==> config.mk <==
export PLATFORM = sky130hd
export DESIGN_NAME = program_status_register_unit_core
export DESIGN_NICKNAME = d
export VERILOG_FILES = /design/src/psru_pkg.sv /design/src/psru_exec.sv /design/src/program_status_register_unit_core.sv
export SDC_FILE = /design/constraint.sdc
export NUM_CORES = 1
export LEC_CHECK = 0
export BUFFER_PORTS_ARGS = -buffer_cell sky130_fd_sc_hd__buf_2
export CORE_MARGIN = 1.5
export CORE_UTILIZATION = 63
export DETAILED_ROUTE_END_ITERATION = 16
export PLACE_DENSITY_LB_ADDON = 0.3
export SKIP_LAST_GASP = 1
export SLEW_MARGIN = 15
export SYNTH_ARGS = -nofsm -noshare
export SYNTH_HDL_FRONTEND = slang
export SYNTH_SLANG_ARGS = --single-unit
==> constraint.sdc <==
create_clock -name clk_i -period 13.34 [get_ports clk_i]
set_input_delay 2.668 -clock clk_i [delete_from_list [all_inputs] [get_ports clk_i]]
set_output_delay 2.668 -clock clk_i [all_outputs]
set_load 0.02 [all_outputs]
==> src/psru_pkg.sv <==
package psru_pkg;

  localparam int unsigned BankCnt = 5;

  localparam logic [31:0] StatusReset = 32'h0000_00D3;
  localparam logic [31:0] ExcClear    = 32'h0000_00BF;
  localparam logic [31:0] UndSet      = 32'h0000_009B;
  localparam logic [31:0] SvcSet      = 32'h0000_0093;
  localparam logic [31:0] TbitKeep    = 32'hFFFF_FFDF;
  localparam logic [31:0] UserKeep    = 32'hFFFF_FF00;
  localparam logic [31:0] ForceBits   = 32'h0000_0010;
  localparam logic [4:0]  ModeUser    = 5'h10;
  localparam logic [4:0]  ModeSvc     = 5'h13;
  localparam logic [4:0]  ModeUnd     = 5'h1B;
  localparam logic [31:0] UndVecOfs   = 32'd4;
  localparam logic [31:0] SvcVecOfs   = 32'd8;
  localparam logic [31:0] ArmLinkOfs  = 32'd4;
  localparam logic [31:0] ThbLinkOfs  = 32'd2;

  typedef enum logic [2:0] {
    OP_MSR_IMM   = 3'd0,
    OP_MSR_REG   = 3'd1,
    OP_MRS       = 3'd2,
    OP_UND_ARM   = 3'd3,
    OP_UND_THUMB = 3'd4,
    OP_SVC_ARM   = 3'd5,
    OP_SVC_THUMB = 3'd6
  } op_e;

  typedef enum logic [2:0] {
    BANK_FIQ = 3'd0,
    BANK_IRQ = 3'd1,
    BANK_SVC = 3'd2,
    BANK_ABT = 3'd3,
    BANK_UND = 3'd4
  } bank_e;

  typedef logic [BankCnt-1:0][31:0] spsr_arr_t;

  typedef struct packed {
    logic [2:0]  opcode;
    logic [31:0] instr_word;
    logic [31:0] register_value;
    logic [31:0] pc_value;
  } item_t;

  typedef struct packed {
    logic [31:0] read_value;
    logic        read_valid;
    logic [31:0] link_value;
    logic        take_exception;
    logic [31:0] vector_address;
    logic [31:0] current_status;
    logic        mode_changed;
  } result_t;

  // state update produced by one item
  typedef struct packed {
    logic [31:0] status;
    logic        spsr_we;
    bank_e       spsr_idx;
    logic [31:0] spsr_data;
  } upd_t;

endpackage

==> src/psru_exec.sv <==
module psru_exec (
  input  psru_pkg::item_t   item_i,
  input  logic [31:0]       status_i,
  input  psru_pkg::spsr_arr_t spsr_i,
  input  logic [31:0]       vector_base_i,
  output psru_pkg::upd_t    upd_o,
  output psru_pkg::result_t res_o
);
  import psru_pkg::*;

  always_comb begin
    op_e         op;
    logic        saved_sel;
    logic        bank_hit;
    bank_e       bank;
    logic [31:0] mask;
    logic [31:0] imm_word;
    logic [63:0] imm_dbl;
    logic [4:0]  rot;
    logic [31:0] val;
    logic        is_svc;
    logic        thumb;

    op        = op_e'(item_i.opcode);
    saved_sel = item_i.instr_word[22];

    // bank lookup from current mode
    bank_hit = 1'b1;
    bank     = BANK_FIQ;
    unique case (status_i[4:0])
      5'h11: bank = BANK_FIQ;
      5'h12: bank = BANK_IRQ;
      5'h13: bank = BANK_SVC;
      5'h14, 5'h15, 5'h16, 5'h17: bank = BANK_ABT;
      5'h18, 5'h19, 5'h1A, 5'h1B: bank = BANK_UND;
      default: bank_hit = 1'b0;
    endcase

    // byte-field mask
    mask = {{8{item_i.instr_word[19]}}, {8{item_i.instr_word[18]}},
            {8{item_i.instr_word[17]}}, {8{item_i.instr_word[16]}}};
    if (!saved_sel) mask = mask & TbitKeep;
    if (status_i[4:0] == ModeUser) mask = mask & UserKeep;

    // rotated immediate, rotation is twice the 4-bit field
    imm_word = {24'd0, item_i.instr_word[7:0]};
    rot      = {item_i.instr_word[11:8], 1'b0};
    imm_dbl  = {imm_word, imm_word} >> rot;
    val      = (op == OP_MSR_IMM) ? imm_dbl[31:0] : item_i.register_value;
    val      = val | ForceBits;

    is_svc = (op == OP_SVC_ARM) || (op == OP_SVC_THUMB);
    thumb  = (op == OP_UND_THUMB) || (op == OP_SVC_THUMB);

    upd_o.status    = status_i;
    upd_o.spsr_we   = 1'b0;
    upd_o.spsr_idx  = bank;
    upd_o.spsr_data = (spsr_i[bank] & ~mask) | (val & mask);

    res_o.read_value     = '0;
    res_o.read_valid     = 1'b0;
    res_o.link_value     = '0;
    res_o.take_exception = 1'b0;
    res_o.vector_address = '0;

    case (op)
      OP_MSR_IMM, OP_MSR_REG: begin
        if (!saved_sel) begin
          upd_o.status = (status_i & ~mask) | (val & mask);
        end else begin
          upd_o.spsr_we = bank_hit;
        end
      end
      OP_MRS: begin
        res_o.read_value = (saved_sel && bank_hit) ? spsr_i[bank] : status_i;
        res_o.read_valid = 1'b1;
      end
      OP_UND_ARM, OP_UND_THUMB, OP_SVC_ARM, OP_SVC_THUMB: begin
        upd_o.status    = (status_i & ~ExcClear) | (is_svc ? SvcSet : UndSet);
        upd_o.spsr_we   = 1'b1;
        upd_o.spsr_idx  = is_svc ? BANK_SVC : BANK_UND;
        upd_o.spsr_data = status_i;
        res_o.link_value     = item_i.pc_value - (thumb ? ThbLinkOfs : ArmLinkOfs);
        res_o.take_exception = 1'b1;
        res_o.vector_address = vector_base_i + (is_svc ? SvcVecOfs : UndVecOfs);
      end
      default: ;
    endcase

    res_o.current_status = upd_o.status;
    res_o.mode_changed   = (upd_o.status[4:0] != status_i[4:0]);
  end

endmodule

==> src/program_status_register_unit_core.sv <==
// pipeline: input register, then result register
// throughput: one item per cycle unless the result channel stalls; the status update
// sits between the two registers and is applied as the item moves into the result register
// reset: asynchronous active low; status word 0xd3 (svc mode, irq/fiq masked),
// all saved status words and the vector base cleared, both stages empty
module program_status_register_unit_core (
  input  logic        clk_i,
  input  logic        rst_ni,
  // configuration
  input  logic        cfg_we_i,
  input  logic [31:0] cfg_wdata_i,
  // input channel
  input  logic        in_valid_i,
  output logic        in_ready_o,
  input  logic [2:0]  opcode_i,
  input  logic [31:0] instr_word_i,
  input  logic [31:0] register_value_i,
  input  logic [31:0] pc_value_i,
  // result channel
  output logic        out_valid_o,
  input  logic        out_ready_i,
  output logic [31:0] read_value_o,
  output logic        read_valid_o,
  output logic [31:0] link_value_o,
  output logic        take_exception_o,
  output logic [31:0] vector_address_o,
  output logic [31:0] current_status_o,
  output logic        mode_changed_o
);
  import psru_pkg::*;

  // architectural state
  logic [31:0] vector_base_q;
  logic [31:0] status_q;
  spsr_arr_t   spsr_q;

  // input stage
  logic        s1_valid_q;
  item_t       s1_item_q;

  // result stage
  logic        out_valid_q;
  result_t     res_q;

  upd_t        upd;
  result_t     res_d;
  logic        advance;

  // item leaves the input register when the result register is free or drains
  assign advance    = s1_valid_q && (!out_valid_q || out_ready_i);
  // input register accepts whenever it is empty or being emptied this cycle
  assign in_ready_o = !s1_valid_q || advance;

  psru_exec u_exec (
    .item_i        (s1_item_q),
    .status_i      (status_q),
    .spsr_i        (spsr_q),
    .vector_base_i (vector_base_q),
    .upd_o         (upd),
    .res_o         (res_d)
  );

  // control and architectural state
  always_ff @(posedge clk_i or negedge rst_ni) begin
    if (!rst_ni) begin
      s1_valid_q    <= 1'b0;
      out_valid_q   <= 1'b0;
      vector_base_q <= '0;
      status_q      <= StatusReset;
      spsr_q        <= '0;
    end else begin
      if (in_ready_o) begin
        s1_valid_q <= in_valid_i;
      end
      if (advance) begin
        out_valid_q <= 1'b1;
      end else if (out_ready_i) begin
        out_valid_q <= 1'b0;
      end
      if (cfg_we_i) begin
        vector_base_q <= cfg_wdata_i;
      end
      // state commits once per item, as it enters the result register
      if (advance) begin
        status_q <= upd.status;
        if (upd.spsr_we) begin
          spsr_q[upd.spsr_idx] <= upd.spsr_data;
        end
      end
    end
  end

  // payload registers, no reset needed
  always_ff @(posedge clk_i) begin
    if (in_ready_o && in_valid_i) begin
      s1_item_q.opcode         <= opcode_i;
      s1_item_q.instr_word     <= instr_word_i;
      s1_item_q.register_value <= register_value_i;
      s1_item_q.pc_value       <= pc_value_i;
    end
    if (advance) begin
      res_q <= res_d;
    end
  end

  assign out_valid_o      = out_valid_q;
  assign read_value_o     = res_q.read_value;
  assign read_valid_o     = res_q.read_valid;
  assign link_value_o     = res_q.link_value;
  assign take_exception_o = res_q.take_exception;
  assign vector_address_o = res_q.vector_address;
  assign current_status_o = res_q.current_status;
  assign mode_changed_o   = res_q.mode_changed;

`ifndef SYNTH
  // exception entry always lands in svc or undefined mode
  a_exc_mode: assert property (@(posedge clk_i) disable iff (!rst_ni)
    (out_valid_q && take_exception_o) |->
      (current_status_o[4:0] == ModeSvc || current_status_o[4:0] == ModeUnd))
    else $error("exception result with wrong mode");

  // a read and an exception never come from the same transfer
  a_read_xor_exc: assert property (@(posedge clk_i) disable iff (!rst_ni)
    out_valid_q |-> !(read_valid_o && take_exception_o))
    else $error("read and exception flagged together");

  // bit 4 of the status word is forced on by every update
  a_bit4_set: assert property (@(posedge clk_i) disable iff (!rst_ni)
    status_q[4])
    else $error("status bit 4 cleared");

  // state only moves with an item
  a_state_hold: assert property (@(posedge clk_i) disable iff (!rst_ni)
    !advance |=> $stable(status_q) && $stable(spsr_q))
    else $error("status changed without an item");

  // a stalled input stage means an item is held
  a_stall: assert property (@(posedge clk_i) disable iff (!rst_ni)
    !in_ready_o |-> (s1_valid_q && out_valid_q && !out_ready_i))
    else $error("input stalled without cause");
`endif

endmodule
# Word-level counts from Yosys, hierarchy flattened
# Index checks and enable logic that the tools add are counted.
# word_totals
register_bits	447
out_inout_bits	133
wordCells	93
# classes
addsub	2
order_cmp	3
n_eq_ne	19
shifts	1
mux	23
n_bitwise	7
n_reduce_logical	18
# op_table
op	count
160-bit bitwise mux	1
32-bit 2-to-1 mux	5
32-bit bitwise AND	3
32-bit binary-select mux with 3-bit select	1
32-bit demux with 3-bit select	1
32-bit bitwise OR	3
33-bit case mux with 2 select lines	1
5-bit equality test (second input constant)	12
40-bit by 5-bit right shift with 32-bit output	1
35-bit 2-to-1 mux	1
33-bit 2-to-1 mux	1
32-bit adder	1
32-bit inverter	1
32-bit by 3-bit subtractor with 32-bit output	1
3-bit case mux with 4 select lines	1
4-bit OR reduction	3
11-bit OR reduction	1
3-bit equality test (second input constant)	3
3-bit by 4-bit less-than comparator with 1-bit output (second input constant)	2
4-bit 2-to-1 mux	2
8-bit 2-to-1 mux	1
3-bit by 2-bit equality test with 1-bit output (second input constant)	2
3-bit 2-to-1 mux	2
6-bit 2-to-1 mux	1
11 further kinds	22

# Depth between registers and ports, before layout
# logic_depth
ltp_word	13
mapped_depth	12
ltp_nobuf	10

# Hierarchy
# Synthesis repeated with hierarchy kept, for this count alone.
# unflattened
hier_cells	1601
area_unflattened_um2	20808.7
# modules_own_cells
mod	n_inst	cells_per_inst	area_each_um2
program_status_register_unit_core	1	721	15492.4
psru_exec	1	880	5316.3

# Worst setup path after synthesis
# Ideal clock, no wire load.
# synth_timing
path_kind	input to register
start	input port out_ready_i
end	register res_q, in the netlist current_status_o[0] (enable)
t_arrival_ns	7.143
t_required_ns	12.794
slack_ns	5.651
stages	5
path_buffers	2
path_cell_list	nand2b_1 nand2_1 inv_1 clkbuf_1 buf_1
# synth_between
elab_chain_len	2
# synth_rtl
item	line	text
start: declaration	program_status_register_unit_core.sv:21	input logic out_ready_i,
1-bit logical OR	program_status_register_unit_core.sv:50	assign advance = s1_valid_q && (!out_valid_q || out_ready_i);
1-bit logical AND	program_status_register_unit_core.sv:50	
via advance	program_status_register_unit_core.sv:47	logic advance;
end signal: assignment	program_status_register_unit_core.sv:102	res_q <= res_d;
end: declaration	program_status_register_unit_core.sv:43	result_t res_q;
# The timed path passes the listed nets, and every way through them passes these cells.
# A chain may end at the register's enable or synchronous reset.

# Worst setup path in the final report
# layout_timing
start	input port out_ready_i
end	output port in_ready_o
# layout_between
elab_chain_len	3
# layout_rtl
item	line	text
1-bit logical OR	program_status_register_unit_core.sv:50	
1-bit logical AND	program_status_register_unit_core.sv:50	
1-bit logical OR	program_status_register_unit_core.sv:52	assign in_ready_o = !s1_valid_q || advance;
end: declaration	program_status_register_unit_core.sv:14	output logic in_ready_o,
# No other way between the ends.

==> reports/results.tsv <==
metric	value	unit
setup TNS	0	ps
Yosys Warn Count	0	
Synth area leader	edfxtp_1	
initial core utilization	0.645	
area share of the largest cell type after synthesis	0.312	
Power Total	0.00412	W
Post-synth EDFFs	214	
combinational power share	0.229	
slew at the pin with the worst max-slew slack	1200	ps
Synth area leaders	edfxtp_1 31%, dfrtp_1 27%, nand2_1 4.8%	
RD Place Congestion	0.925	
CP Launch Type	input port	
fin crit period	5810	ps
overall routing resource usage	0.330	
CTS Hold Buffers Added	0	
Leak Pwr	9.72	nW
most common cell in the synthesized netlist	nand2_1	
Via Count	16300	
clock share of power	0.308	
nets@finish	2203	
DR vias/cell	6.44	
# port buffers	252	
worst r2r src	s1_item_q[98]	
post-route ant nets	0	
Post-CTS Setup Inserts	0	
Crit path top cell by count	buf_2	
cell-internal power	0.00282	W
post-DP HPWL	35.0	mm
crit path buf inv count	2	
Most used DFF post-synth	dfrtp_1	
chip width	184	um
CP Launch Point	out_ready_i	
dpl ws	7540	ps
Num CTS Buffers	45	
Clock Tree Buf Depth	3	
relative max-transition margin	0.199	
TritonCTS clock tree	built	
antenna cell count	0	
Crit path arrival time	3140	ps
global route overflow	0	
library cells used by synthesis	86	
WL/cell	21.9	um
Mapped Cells	1875	
Post-Route WL	55.3	mm
Worst path depth	3	
fraction of power spent switching nets	0.315	
clk slew on worst S/H paths	60	ps
CP delay by family, top	buffers and inverters	
largest net degree at the start of global routing	95	
syn_area_per_cell	11.0	um2
worst hold path type	reg2reg	
slowest CP cell	nand3b_1	
vias in the first global route	15600	
Area Growth Syn to Fin	13.9	%
final hold violation count	0	
status	completed	
flops & latches, synth	440	
worst clock skew	22.4	ps
Seq/Total Area, Yosys	0.587	
Clk Latency, worst-skew pair	560	ps
fin. max-slew vios	0	
worst path cell trace	buf_2, nand3b_1, buf_2	
FFs w/ async S/R, synth	0.514	
Fin Hold WS	474	ps
hold_sp	spsr_q[141]	
CTS root buf	clkbuf_16	
Resize count post-CTS	0	
PD cells	176	nW/um2
Sequential Power Share	0.462	
crit path kind	in2out	
CTS H-Tree Depth	2	
RSZ-0062 raised after global routing	false	
WP data required	10670	ps
IO Pins	269	
# setup viols final	0	
Hold Crit Depth	2	
Synth Cell Area	20600	um2
max cap viols	0	
Crit path largest cell delay	190	ps
Max rail drop VDD	0.122	mV
initial antenna violation count	0	
final setup margin	7530	ps
Post-synth top cells	265 x nand2_1, 221 x dfrtp_1, 214 x edfxtp_1	
Remaining DRCs	0	
clk sinks	440	
CP Capture Type	output port	
final period utilization	0.436	
drt initial violations	1853	
r2r worst-path depth	10	
fmax	0.172	GHz
P_sw	0.00130	W
net count after synthesis	2017	
Die Height	184	um
First-pass DRT Iterations	6	
Worst Path Max Fanout	3	
core area	31900	um2
share of cells above drive strength 1	0.219	
first-pass GRT wire length	85.6	mm
Site Rows	65	
die area	33800	um2
flip-flops by register name, summed over array words and instances, names as in the netlist:
signal / count
current_status_o: 32
link_value_o: 32
mode_changed_o: 1
out_valid_o: 1
read_valid_o: 1
read_value_o: 32
s1_item_q: 83
s1_valid_q: 1
spsr_q: 160
status_q: 32
take_exception_o: 1
vector_address_o: 32
vector_base_q: 32
area by class of cell:
cell class | instances | area, um2
repair buffers | 273 | 1430
well taps | 435 | 544
flip-flops and latches | 440 | 12100
multi-input cells | 1285 | 7830
inverters | 16 | 65.1
clock inverters | 26 | 287
fillers | 2152 | 8440
clock buffers | 56 | 1200
placed cells by master (no fill, tap or decap), types with 9 or more instances in the layout:
cell type  synthesis  layout
dfrtp_1          221     220
mux2_2            78      78
o31ai_1           22      22
o21bai_1          10      10
a22oi_1           21      21
a22o_1            19      19
nor3_1            17      16
clkinv_2           0       9
nand3_1           24      24
xnor2_1           23      23
o211ai_1          16      16
o22ai_1           52      52
edfxtp_1         214     214
nand2_1          265     265
buf_2             46     251
o32ai_1           21      21
xor2_1            28      28
a21oi_1           90      90
nor2_1           178     178
clkbuf_1          55       9
o21a_1            33      33
clkbuf_16          0      46
or3_1             14      14
nand2b_1          29      27
o21ai_0          151     151
and2_1            18      17
o211a_1            9       9
buf_4             11      21
inv_1             15      14
a211o_1           13      13
kinds of logic (layout without fill, tap and decap cells):
logic type      after synthesis  after routing  share of synthesized area
flops                       440            440                      0.587
buf+inv                     150            371                     0.0340
xor+xnor                     52             52                     0.0225
compound gates              521            521                      0.166
simple gates                618            618                      0.137
mux                          87             87                     0.0483
fa+ha+maj                     7              7                    0.00486
worst register-to-register path, stage by stage (launching register included):
cell and delay, ps:
edfxtp_1 910, nand2b_1 400, inv_1 210, ha_1 230, fa_1 270, or4b_1 600, nor4_2 340, nand3_2 210
or3_1 360, xor2_1 170, nor2_1 70
layer usage:
metal,routed length [um],global-route usage,vias up
met5,0,0,-
met4,2280,0.154,0
met3,6520,0.0804,166
met2,25100,0.499,1038
met1,21500,0.452,7900
li1,-,-,7206
through the flow:
stage / util / instance area (um2) / cells
final: 0.735 / 23400 / 2531
after global routing: 0.735 / 23400 / 2531
after CTS: 0.735 / 23400 / 2531
after detailed placement: 0.689 / 22000 / 2449
after global placement: 0.689 / 22000 / 2449
after floorplan: - / 20600 / 1875
power by group through the flow:
stage               Combinational [W]  Sequential [W]  Clock, W
finish                       0.000944         0.00190   0.00127
global route                  0.00103         0.00193   0.00132
CTS                          0.000929         0.00189   0.00128
detailed placement           0.000915         0.00191         0
global placement             0.000883         0.00190         0
floorplan                    0.000621         0.00192         0
worst paths after layout:
kind                            slack [ps]                 to
worst max-delay path                  7530         in_ready_o
worst min-delay path                   470        spsr_q[141]
worst max register to register        9280   link_value_o[25]
worst min register to register         470        spsr_q[141]
max in group asynchronous             9830  vector_base_q[12]
min in group asynchronous             2080       status_q[22]
No activity file was read; power rests on OpenSTA's default activity.
